## src/sv/tdma_sts_pkg.sv

```systemverilog
// ----------------------------------------------------------------------------
// tdma_sts_pkg
// shared types, register indexes and reset values of the tdma slot scheduler
// ----------------------------------------------------------------------------
`default_nettype none

package tdma_sts_pkg;

  // default number of data slots per period
  localparam int NumSlotsDflt = 12;

  localparam int TickW  = 32;
  localparam int PpcW   = 8;
  localparam int LimitW = 12;
  localparam int CycleW = 13;
  localparam int SeqW   = 8;
  localparam int SlotNumW = 6;
  localparam int CfgIdxW  = 3;

  localparam logic [CycleW-1:0] CycleMax = {CycleW{1'b1}};

  // configuration register reset values
  localparam logic [TickW-1:0]  PeriodTicksRst     = 32'd1356800;
  localparam logic [TickW-1:0]  FirstSlotOffsetRst = 32'd128000;
  localparam logic [TickW-1:0]  SlotSpacingRst     = 32'd70400;
  localparam logic [TickW-1:0]  SwitchOffsetRst    = 32'd1100800;
  localparam logic [PpcW-1:0]   PeriodsPerCycleRst = 8'd6;
  localparam logic [LimitW-1:0] CycleLimitRst      = 12'd2000;

  typedef enum logic [CfgIdxW-1:0] {
    CfgPeriodTicks     = 3'd0,
    CfgFirstSlotOffset = 3'd1,
    CfgSlotSpacing     = 3'd2,
    CfgSwitchOffset    = 3'd3,
    CfgPeriodsPerCycle = 3'd4,
    CfgCycleLimit      = 3'd5
  } cfg_idx_e;

  typedef enum logic [1:0] {
    EvSync   = 2'd0,
    EvSwitch = 2'd1,
    EvData   = 2'd2
  } event_kind_e;

  // slot start time after reset, wraps modulo 2^32
  function automatic logic [TickW-1:0] slot_start_rst(input int idx);
    logic [TickW-1:0] prod;
    prod = TickW'(idx) * SlotSpacingRst;
    return FirstSlotOffsetRst + prod;
  endfunction

endpackage

`default_nettype wire

```

## src/sv/tdma_slot_transmit_scheduler_core.sv

```systemverilog
// ----------------------------------------------------------------------------
// tdma_slot_transmit_scheduler_core
// time-slotted transmit scheduler: sync, data slot and switch events per poll
// ----------------------------------------------------------------------------
// Each transfer on the input channel is a poll carrying the current value of a
// free-running 32-bit tick counter. The block answers each poll with at most
// one event: a sync frame on the first poll and whenever a full period has
// elapsed since the last sync, otherwise a switch-to-sync event once the
// switch offset has passed, otherwise a data frame for the lowest slot that is
// due and not yet sent. Polls that cause nothing are consumed silently, and
// once the cycle number exceeds the limit every later poll is dropped until
// reset. Throughput is one poll per clock while the event channel does not stall;
// each poll passes the input register, then the result register. Start times of
// all slots are kept precomputed in registers that are refreshed by writes to
// the slot offset or spacing registers, so a poll needs only one subtract and
// one compare per slot. Configuration writes land on the next clock and must
// only be issued while no poll is in flight.
// ----------------------------------------------------------------------------
`default_nettype none

module tdma_slot_transmit_scheduler_core #(
  parameter int NUM_SLOTS = tdma_sts_pkg::NumSlotsDflt
) (
  input  wire logic                                clk_i,
  input  wire logic                                rst_ni,
  // configuration write port
  input  wire logic                                cfg_we_i,
  input  wire logic [tdma_sts_pkg::CfgIdxW-1:0]    cfg_idx_i,
  input  wire logic [tdma_sts_pkg::TickW-1:0]      cfg_wdata_i,
  // poll channel
  input  wire logic                                in_valid_i,
  output logic                                     in_stall_o,
  input  wire logic [tdma_sts_pkg::TickW-1:0]      now_ticks_i,
  // event channel
  output logic                                     out_valid_o,
  input  wire logic                                out_stall_i,
  output logic [1:0]                               event_kind_o,
  output logic [tdma_sts_pkg::SeqW-1:0]            frame_seq_o,
  output logic [tdma_sts_pkg::SlotNumW-1:0]        slot_number_o,
  output logic [tdma_sts_pkg::PpcW-1:0]            period_info_o,
  output logic [tdma_sts_pkg::LimitW-1:0]          cycle_number_o,
  output logic                                     run_finished_o
);

  import tdma_sts_pkg::*;

  localparam int SlotIdxW = (NUM_SLOTS > 1) ? $clog2(NUM_SLOTS) : 1;

  // configuration registers
  logic [TickW-1:0]  period_q, first_q, spacing_q, switch_q;
  logic [PpcW-1:0]   ppc_q;
  logic [LimitW-1:0] limit_q;
  // precomputed slot start times
  logic [TickW-1:0]  start_q [NUM_SLOTS];
  logic [TickW-1:0]  start_d [NUM_SLOTS];

  // scheduler state
  logic [TickW-1:0]     last_sync_q, last_sync_d;
  logic                 started_q, started_d;
  logic                 sw_loaded_q, sw_loaded_d;
  logic [PpcW-1:0]      phase_q, phase_d;
  logic [CycleW-1:0]    cycle_q, cycle_d;
  logic [NUM_SLOTS-1:0] done_q, done_d;
  logic [SeqW-1:0]      seq_q, seq_d;
  logic                 finished_q, finished_d;

  // input register
  logic             in_valid_q;
  logic [TickW-1:0] now_q;

  // result register
  logic              out_valid_q;
  event_kind_e       kind_q, kind_d;
  logic [SeqW-1:0]   fseq_q, fseq_d;
  logic [SlotNumW-1:0] slot_q, slot_d;
  logic [PpcW-1:0]   pinfo_q, pinfo_d;
  logic [LimitW-1:0] cnum_q, cnum_d;
  logic              fin_q, fin_d;
  logic              res_valid;

  // handshake
  logic out_free, stage_adv, in_xfer;

  assign out_free   = !out_valid_q || !out_stall_i;
  assign stage_adv  = in_valid_q && out_free;
  assign in_stall_o = in_valid_q && !out_free;
  assign in_xfer    = in_valid_i && !in_stall_o;

  // --------------------------------------------------------------------------
  // configuration
  // --------------------------------------------------------------------------

  // slot i start = first_slot_offset + i * slot_spacing, refreshed on writes
  always_comb begin
    for (int i = 0; i < NUM_SLOTS; i++) begin
      start_d[i] = start_q[i];
      if (cfg_we_i && cfg_idx_i == CfgFirstSlotOffset) begin
        start_d[i] = cfg_wdata_i + TickW'(TickW'(i) * spacing_q);
      end else if (cfg_we_i && cfg_idx_i == CfgSlotSpacing) begin
        start_d[i] = first_q + TickW'(TickW'(i) * cfg_wdata_i);
      end
    end
  end

  always_ff @(posedge clk_i or negedge rst_ni) begin
    if (!rst_ni) begin
      period_q  <= PeriodTicksRst;
      first_q   <= FirstSlotOffsetRst;
      spacing_q <= SlotSpacingRst;
      switch_q  <= SwitchOffsetRst;
      ppc_q     <= PeriodsPerCycleRst;
      limit_q   <= CycleLimitRst;
      for (int i = 0; i < NUM_SLOTS; i++) begin
        start_q[i] <= slot_start_rst(i);
      end
    end else begin
      start_q <= start_d;
      if (cfg_we_i) begin
        unique case (cfg_idx_e'(cfg_idx_i))
          CfgPeriodTicks:     period_q  <= cfg_wdata_i;
          CfgFirstSlotOffset: first_q   <= cfg_wdata_i;
          CfgSlotSpacing:     spacing_q <= cfg_wdata_i;
          CfgSwitchOffset:    switch_q  <= cfg_wdata_i;
          CfgPeriodsPerCycle: ppc_q     <= cfg_wdata_i[PpcW-1:0];
          CfgCycleLimit:      limit_q   <= cfg_wdata_i[LimitW-1:0];
          default: ;  // indexes past the register list are ignored
        endcase
      end
    end
  end

  // --------------------------------------------------------------------------
  // input register
  // --------------------------------------------------------------------------
  always_ff @(posedge clk_i or negedge rst_ni) begin
    if (!rst_ni) begin
      in_valid_q <= 1'b0;
    end else if (in_xfer) begin
      in_valid_q <= 1'b1;
    end else if (stage_adv) begin
      in_valid_q <= 1'b0;
    end
  end

  always_ff @(posedge clk_i) begin
    if (in_xfer) begin
      now_q <= now_ticks_i;
    end
  end

  // --------------------------------------------------------------------------
  // event decision
  // --------------------------------------------------------------------------
  logic [TickW-1:0]     elapsed;
  logic                 do_sync, switch_due, wrap;
  logic [PpcW-1:0]      phase_inc, phase_sync;
  logic [CycleW-1:0]    cycle_sync;
  logic                 run_end;
  logic [NUM_SLOTS-1:0] due, pick_oh;
  logic [SlotIdxW-1:0]  pick_idx;

  // time since last sync, modulo 2^32
  assign elapsed    = now_q - last_sync_q;
  assign do_sync    = !started_q || (elapsed >= period_q);
  assign switch_due = elapsed >= switch_q;

  // period phase and cycle number after a sync; zero periods acts like one
  assign phase_inc  = phase_q + 8'd1;
  assign wrap       = phase_inc >= ppc_q;
  assign phase_sync = (!started_q || wrap) ? '0 : phase_inc;
  assign cycle_sync = (started_q && wrap && cycle_q != CycleMax) ?
                      cycle_q + 13'd1 : cycle_q;
  assign run_end    = cycle_sync > {1'b0, limit_q};

  // slots due and not yet sent; lowest one wins
  always_comb begin
    for (int i = 0; i < NUM_SLOTS; i++) begin
      due[i] = !done_q[i] && (elapsed >= start_q[i]);
    end
  end

  assign pick_oh = due & (~due + NUM_SLOTS'(1));

  always_comb begin
    pick_idx = '0;
    for (int i = 0; i < NUM_SLOTS; i++) begin
      if (pick_oh[i]) begin
        pick_idx = pick_idx | SlotIdxW'(i);
      end
    end
  end

  always_comb begin
    last_sync_d = last_sync_q;
    started_d   = started_q;
    sw_loaded_d = sw_loaded_q;
    phase_d     = phase_q;
    cycle_d     = cycle_q;
    done_d      = done_q;
    seq_d       = seq_q;
    finished_d  = finished_q;

    res_valid = 1'b0;
    kind_d    = EvSync;
    fseq_d    = '0;
    slot_d    = '0;
    pinfo_d   = '0;
    cnum_d    = cycle_q[LimitW-1:0];
    fin_d     = 1'b0;

    priority if (finished_q) begin
      // run over, poll dropped
    end else if (do_sync) begin
      started_d   = 1'b1;
      phase_d     = phase_sync;
      cycle_d     = cycle_sync;
      last_sync_d = now_q;
      done_d      = '0;
      sw_loaded_d = 1'b0;
      res_valid   = 1'b1;
      kind_d      = EvSync;
      fseq_d      = seq_q;
      pinfo_d     = phase_sync + 8'd1;
      cnum_d      = cycle_sync[LimitW-1:0];
      if (run_end) begin
        // final sync keeps the sequence number
        finished_d = 1'b1;
        fin_d      = 1'b1;
      end else begin
        seq_d = seq_q + 8'd1;
      end
    end else if (sw_loaded_q) begin
      // quiet until the next sync
    end else if (switch_due) begin
      sw_loaded_d = 1'b1;
      res_valid   = 1'b1;
      kind_d      = EvSwitch;
    end else if (|due) begin
      done_d    = done_q | pick_oh;
      seq_d     = seq_q + 8'd1;
      res_valid = 1'b1;
      kind_d    = EvData;
      fseq_d    = seq_q;
      slot_d    = SlotNumW'(pick_idx) + 6'd1;
    end
  end

  // state update, one poll per clock while the result register is free
  always_ff @(posedge clk_i or negedge rst_ni) begin
    if (!rst_ni) begin
      last_sync_q <= '0;
      started_q   <= 1'b0;
      sw_loaded_q <= 1'b0;
      phase_q     <= '0;
      cycle_q     <= 13'd1;
      done_q      <= '0;
      seq_q       <= '0;
      finished_q  <= 1'b0;
    end else if (stage_adv) begin
      last_sync_q <= last_sync_d;
      started_q   <= started_d;
      sw_loaded_q <= sw_loaded_d;
      phase_q     <= phase_d;
      cycle_q     <= cycle_d;
      done_q      <= done_d;
      seq_q       <= seq_d;
      finished_q  <= finished_d;
    end
  end

  // --------------------------------------------------------------------------
  // result register
  // --------------------------------------------------------------------------
  always_ff @(posedge clk_i or negedge rst_ni) begin
    if (!rst_ni) begin
      out_valid_q <= 1'b0;
    end else if (out_free) begin
      out_valid_q <= stage_adv && res_valid;
    end
  end

  always_ff @(posedge clk_i) begin
    if (stage_adv && res_valid) begin
      kind_q  <= kind_d;
      fseq_q  <= fseq_d;
      slot_q  <= slot_d;
      pinfo_q <= pinfo_d;
      cnum_q  <= cnum_d;
      fin_q   <= fin_d;
    end
  end

  assign out_valid_o    = out_valid_q;
  assign event_kind_o   = kind_q;
  assign frame_seq_o    = fseq_q;
  assign slot_number_o  = slot_q;
  assign period_info_o  = pinfo_q;
  assign cycle_number_o = cnum_q;
  assign run_finished_o = fin_q;

endmodule

`default_nettype wire

```

## config.mk

```make
export PLATFORM = sky130hd
export DESIGN_NAME = tdma_slot_transmit_scheduler_core
export DESIGN_NICKNAME = d
export VERILOG_FILES = /design/src/sv/tdma_sts_pkg.sv /design/src/sv/tdma_slot_transmit_scheduler_core.sv
export SDC_FILE = /design/constraint.sdc
export NUM_CORES = 2
export LEC_CHECK = 0
export CAP_MARGIN = 20
export CORE_MARGIN = 2
export CORE_UTILIZATION = 50
export DETAILED_ROUTE_END_ITERATION = 10
export DONT_BUFFER_PORTS = 1
export PLACE_DENSITY = 0.65
export SLEW_MARGIN = 20
export SYNTH_ARGS = -nofsm -noshare
export SYNTH_HDL_FRONTEND = slang
export SYNTH_SLANG_ARGS = --single-unit
```

## constraint.sdc

```tcl
create_clock -name clk_i -period 8.21 [get_ports clk_i]
set_input_delay 0.4105 -clock clk_i [delete_from_list [all_inputs] [get_ports clk_i]]
set_output_delay 0.4105 -clock clk_i [all_outputs]
set_load 0.01 [all_outputs]
```

==> impl_metrics.env <==
export IMPL_status="finished, final reports clean"
export IMPL_place_hpwl_um=231000
export IMPL_hp_class="in2reg"
export IMPL_track_usage_pct=35.0
export IMPL_period_needed_ps=7690
export IMPL_clkTransAtPathRegs_ps=60
export IMPL_cp_slowest_stage_delay_ps=660
export IMPL_die_w_um=416
export IMPL_route_detailed_drc=0
export IMPL_syn_area_mm2=0.0850
export IMPL_start_util_pct=50.3
export IMPL_final_cell_area_mm2=0.0924
export IMPL_cpMaxStageDelayCell="a31oi_1"
export IMPL_p_leak_nw=45.7
export IMPL_endpoint_kind="flop"
export IMPL_timing_final_crit_share_pct=93.6
export IMPL_clock_latency_ps=740
export IMPL_async_flop_share_pct=89.7
export IMPL_cts_path_max_buffers=3
export IMPL_first_pass_iters=6
export IMPL_nets=12000
export IMPL_hold_violations=0
export IMPL_max_clock_freq_mhz=130
export IMPL_place_area_mm2=0.0884
export IMPL_min_from="cfg_wdata_i[30]"
export IMPL_cp_cell_sequence="ha_1 > nor2b_1 > o2111ai_1 > and3_1 > o31a_1 > o211a_1 > nor2_1 > a21oi_1 > o21ai_0 > nor2_1 > xnor2_4 > ha_1 > nand4_1 > nor4_1 > a21bo_2 > a31oi_1 > o21ai_1 > a21oi_1 > nor4_4 > nand4b_1 > buf_4 > o21ai_0 > nand2_2 > buf_12"
export IMPL_irDropWorstVdd_uv=272
export IMPL_final_util_pct=54.6
export IMPL_grt_pass1_wl_um=461000
export IMPL_synth_edff_count=68
export IMPL_synth_seq_cells=660
export IMPL_cts_root_buf="clkbuf_16"
export IMPL_h_tree_depth=3
export IMPL_worstSetupStartpointType="flop"
export IMPL_fin_total_pwr_w=0.0420
export IMPL_crit_type="reg2reg"
export IMPL_place_port_buffers=0
export IMPL_gp_congestion=0.982
export IMPL_synthCells=10100
export IMPL_holdPathStages=2
export IMPL_crit_buf_inv=2
export IMPL_antenna_found_initial=12
export IMPL_cts_tree="yes"
export IMPL_critPathRequiredTime_ps=8630
export IMPL_slew_headroom_pct=24.7
export IMPL_die_y_um=416
export IMPL_yosysWarnings=0
export IMPL_row_count=151
export IMPL_wl_per_cell_um=24.8
export IMPL_drtIter0Drc=6659
export IMPL_r2r_setup_slack_ps=520
export IMPL_clkSinkCount=660
export IMPL_drive_above_1_share_pct=5.23
export IMPL_die_area_mm2=0.173
export IMPL_hold_path_end="switch_q[30]"
export IMPL_power_density_mw_per_mm2=455
export IMPL_synthToLayoutAreaGrowth_pct=8.63
export IMPL_rsz0062_at_grt="false"
export IMPL_maxCapViolCount=0
export IMPL_drv_slew=0
export IMPL_regArea_mm2=0.0170
export IMPL_ios=111
export IMPL_wl_um=309000
export IMPL_worst_pin_slew_ps=1120
export IMPL_clock_skew_ps=33.5
export IMPL_whs_ps=45.0
export IMPL_synth_ff_type="dfrtp_1"
export IMPL_num_fill_cells=15500
export IMPL_num_vias=76700
export IMPL_multi_input_area_mm2=0.0626
export IMPL_grt_pass1_vias=76800
export IMPL_reg2regPathDepth=24
export IMPL_r2r_end="cycle_number_o[9]"
export IMPL_synth_cell_types=93
export IMPL_crit_arrival_ps=8110
export IMPL_detail_route_antenna_nets=0
export IMPL_fin_tns_setup_ps=0
export IMPL_ys_seq_area_share_pct=20.0
export IMPL_setup_viol=0
export IMPL_syn_area_per_cell_um2=8.44
export IMPL_reg2reg_from="now_q[1]"
export IMPL_numCtsBuffers=90
export IMPL_critPathMaxFanout=31
export IMPL_viasPerCell=6.15
export IMPL_grt_remaining_overflow=0
export IMPL_grt_start_max_net_pins=593
export IMPL_fp_coreArea_mm2=0.169
export IMPL_critPathTopFamily="compound AO/OA/AOI/OAI gates"
[cells by family (layout without fill, tap and decap cells)]
family / after synthesis / in the layout / share of synthesized area [%]
XOR/XNOR: 732 / 732 / 7.54
buffers and inverters: 1539 / 1704 / 6.80
flip-flops: 660 / 660 / 20.0
AND/OR/NAND/NOR: 2307 / 2307 / 12.9
adder cells (fa/ha/maj): 1765 / 1765 / 29.7
multiplexers: 42 / 42 / 0.512
AO/OA/AOI/OAI: 3032 / 3032 / 22.6
other: 1 / 6 / 0.00441
[layer usage]
| layer | global-route usage (%) | wire length (um) | vias up |
|---|---|---|---|
| li1 | - | - | 35700 |
| met1 | 45.3 | 127000 | 37500 |
| met5 | 0 | 9 | - |
| met2 | 58.1 | 143000 | 2850 |
| met3 | 5.56 | 24900 | 598 |
| met4 | 14.7 | 13700 | 2 |
[flip-flops by register name (all words and copies together) (netlist names), 2 cells and up]
name            count
now_q              32
spacing_q          32
seq_q               8
last_sync_q        32
switch_q           32
period_q           32
limit_q            12
event_kind_o        2
done_q             12
cycle_number_o     12
slot_number_o       5
ppc_q               8
first_q            32
cycle_q            13
start_q           366
phase_q             8
frame_seq_o         8
period_info_o       8
[how the worst max path moves through the flow]
stage | startpoint | slack [ps] | depth (start not counted) | endpoint
after global placement | now_q[1] | 570 | 24 | cycle_number_o[11]
after floorplan | last_sync_q[0] | 1870 | 24 | cycle_number_o[0]
after global routing | last_sync_q[0] | 120 | 26 | cycle_number_o[7]
final | now_q[1] | 520 | 24 | cycle_number_o[9]
after CTS | last_sync_q[0] | 730 | 26 | cycle_number_o[8]
after detailed placement | now_q[1] | 750 | 24 | cycle_number_o[8]
[metrics by stage]
stage          std cells  setup slack [ps]
3_5_place_dp       12200               746
3_3_place_gp       12200               569
4_1_cts            12500               733
5_1_grt            12500               118
6_report           12500               522
2_1_floorplan      10100              1870
[placed cells by master (no fill, tap or decap), types with 109 or more instances in the layout]
cell,instances
buf_4,140
a211oi_1,234
a21oi_1,898
dfrtp_1,492
inv_1,1320
xnor2_1,395
nor3_1,148
nand2b_1,122
nor2_1,596
ha_1,1343
fa_1,422
nand2_1,737
a31oi_1,109
nand3_1,158
a21o_1,430
xor2_1,306
o21ai_0,640
[final cells by class]
cell class,count,share of cell area (%)
tap,2218,3.00
clock inverter,46,0.662
antenna,4,0.0108
inverter,1320,5.36
timing repair buffer,218,2.11
sequential,660,18.4
multi-input combinational,7880,67.8
clock buffer,120,2.70
[synthesized netlist by cell type, drive strengths merged (110+ instances only)]
master | number | area (um2)
xor2 | 311 | 2720
a31oi | 110 | 694
nand3 | 159 | 796
nand2 | 740 | 2780
o21ai | 654 | 3280
inv | 1320 | 4950
a211oi | 234 | 1760
xnor2 | 421 | 3690
clkbuf | 195 | 732
dfrtp | 492 | 12300
ha | 1343 | 16800
nand2b | 122 | 763
fa | 422 | 8450
a21oi | 899 | 4510
nor2 | 598 | 2240
a21o | 430 | 3230
nor3 | 151 | 761
[power breakdown]
part | internal, W | switching, W | leakage (nW)
Combinational | 0.0126 | 0.0195 | 36.6
Sequential | 0.00470 | 0.000914 | 7.63
Clock | 0.00255 | 0.00179 | 1.49
[repair_timing]
item,CTS,global route
resized for setup,0,0
hold buffers,69,2
hold endpoints to repair,776,285
setup buffers,0,0
Note: power is estimated with default switching activity, not from simulation.
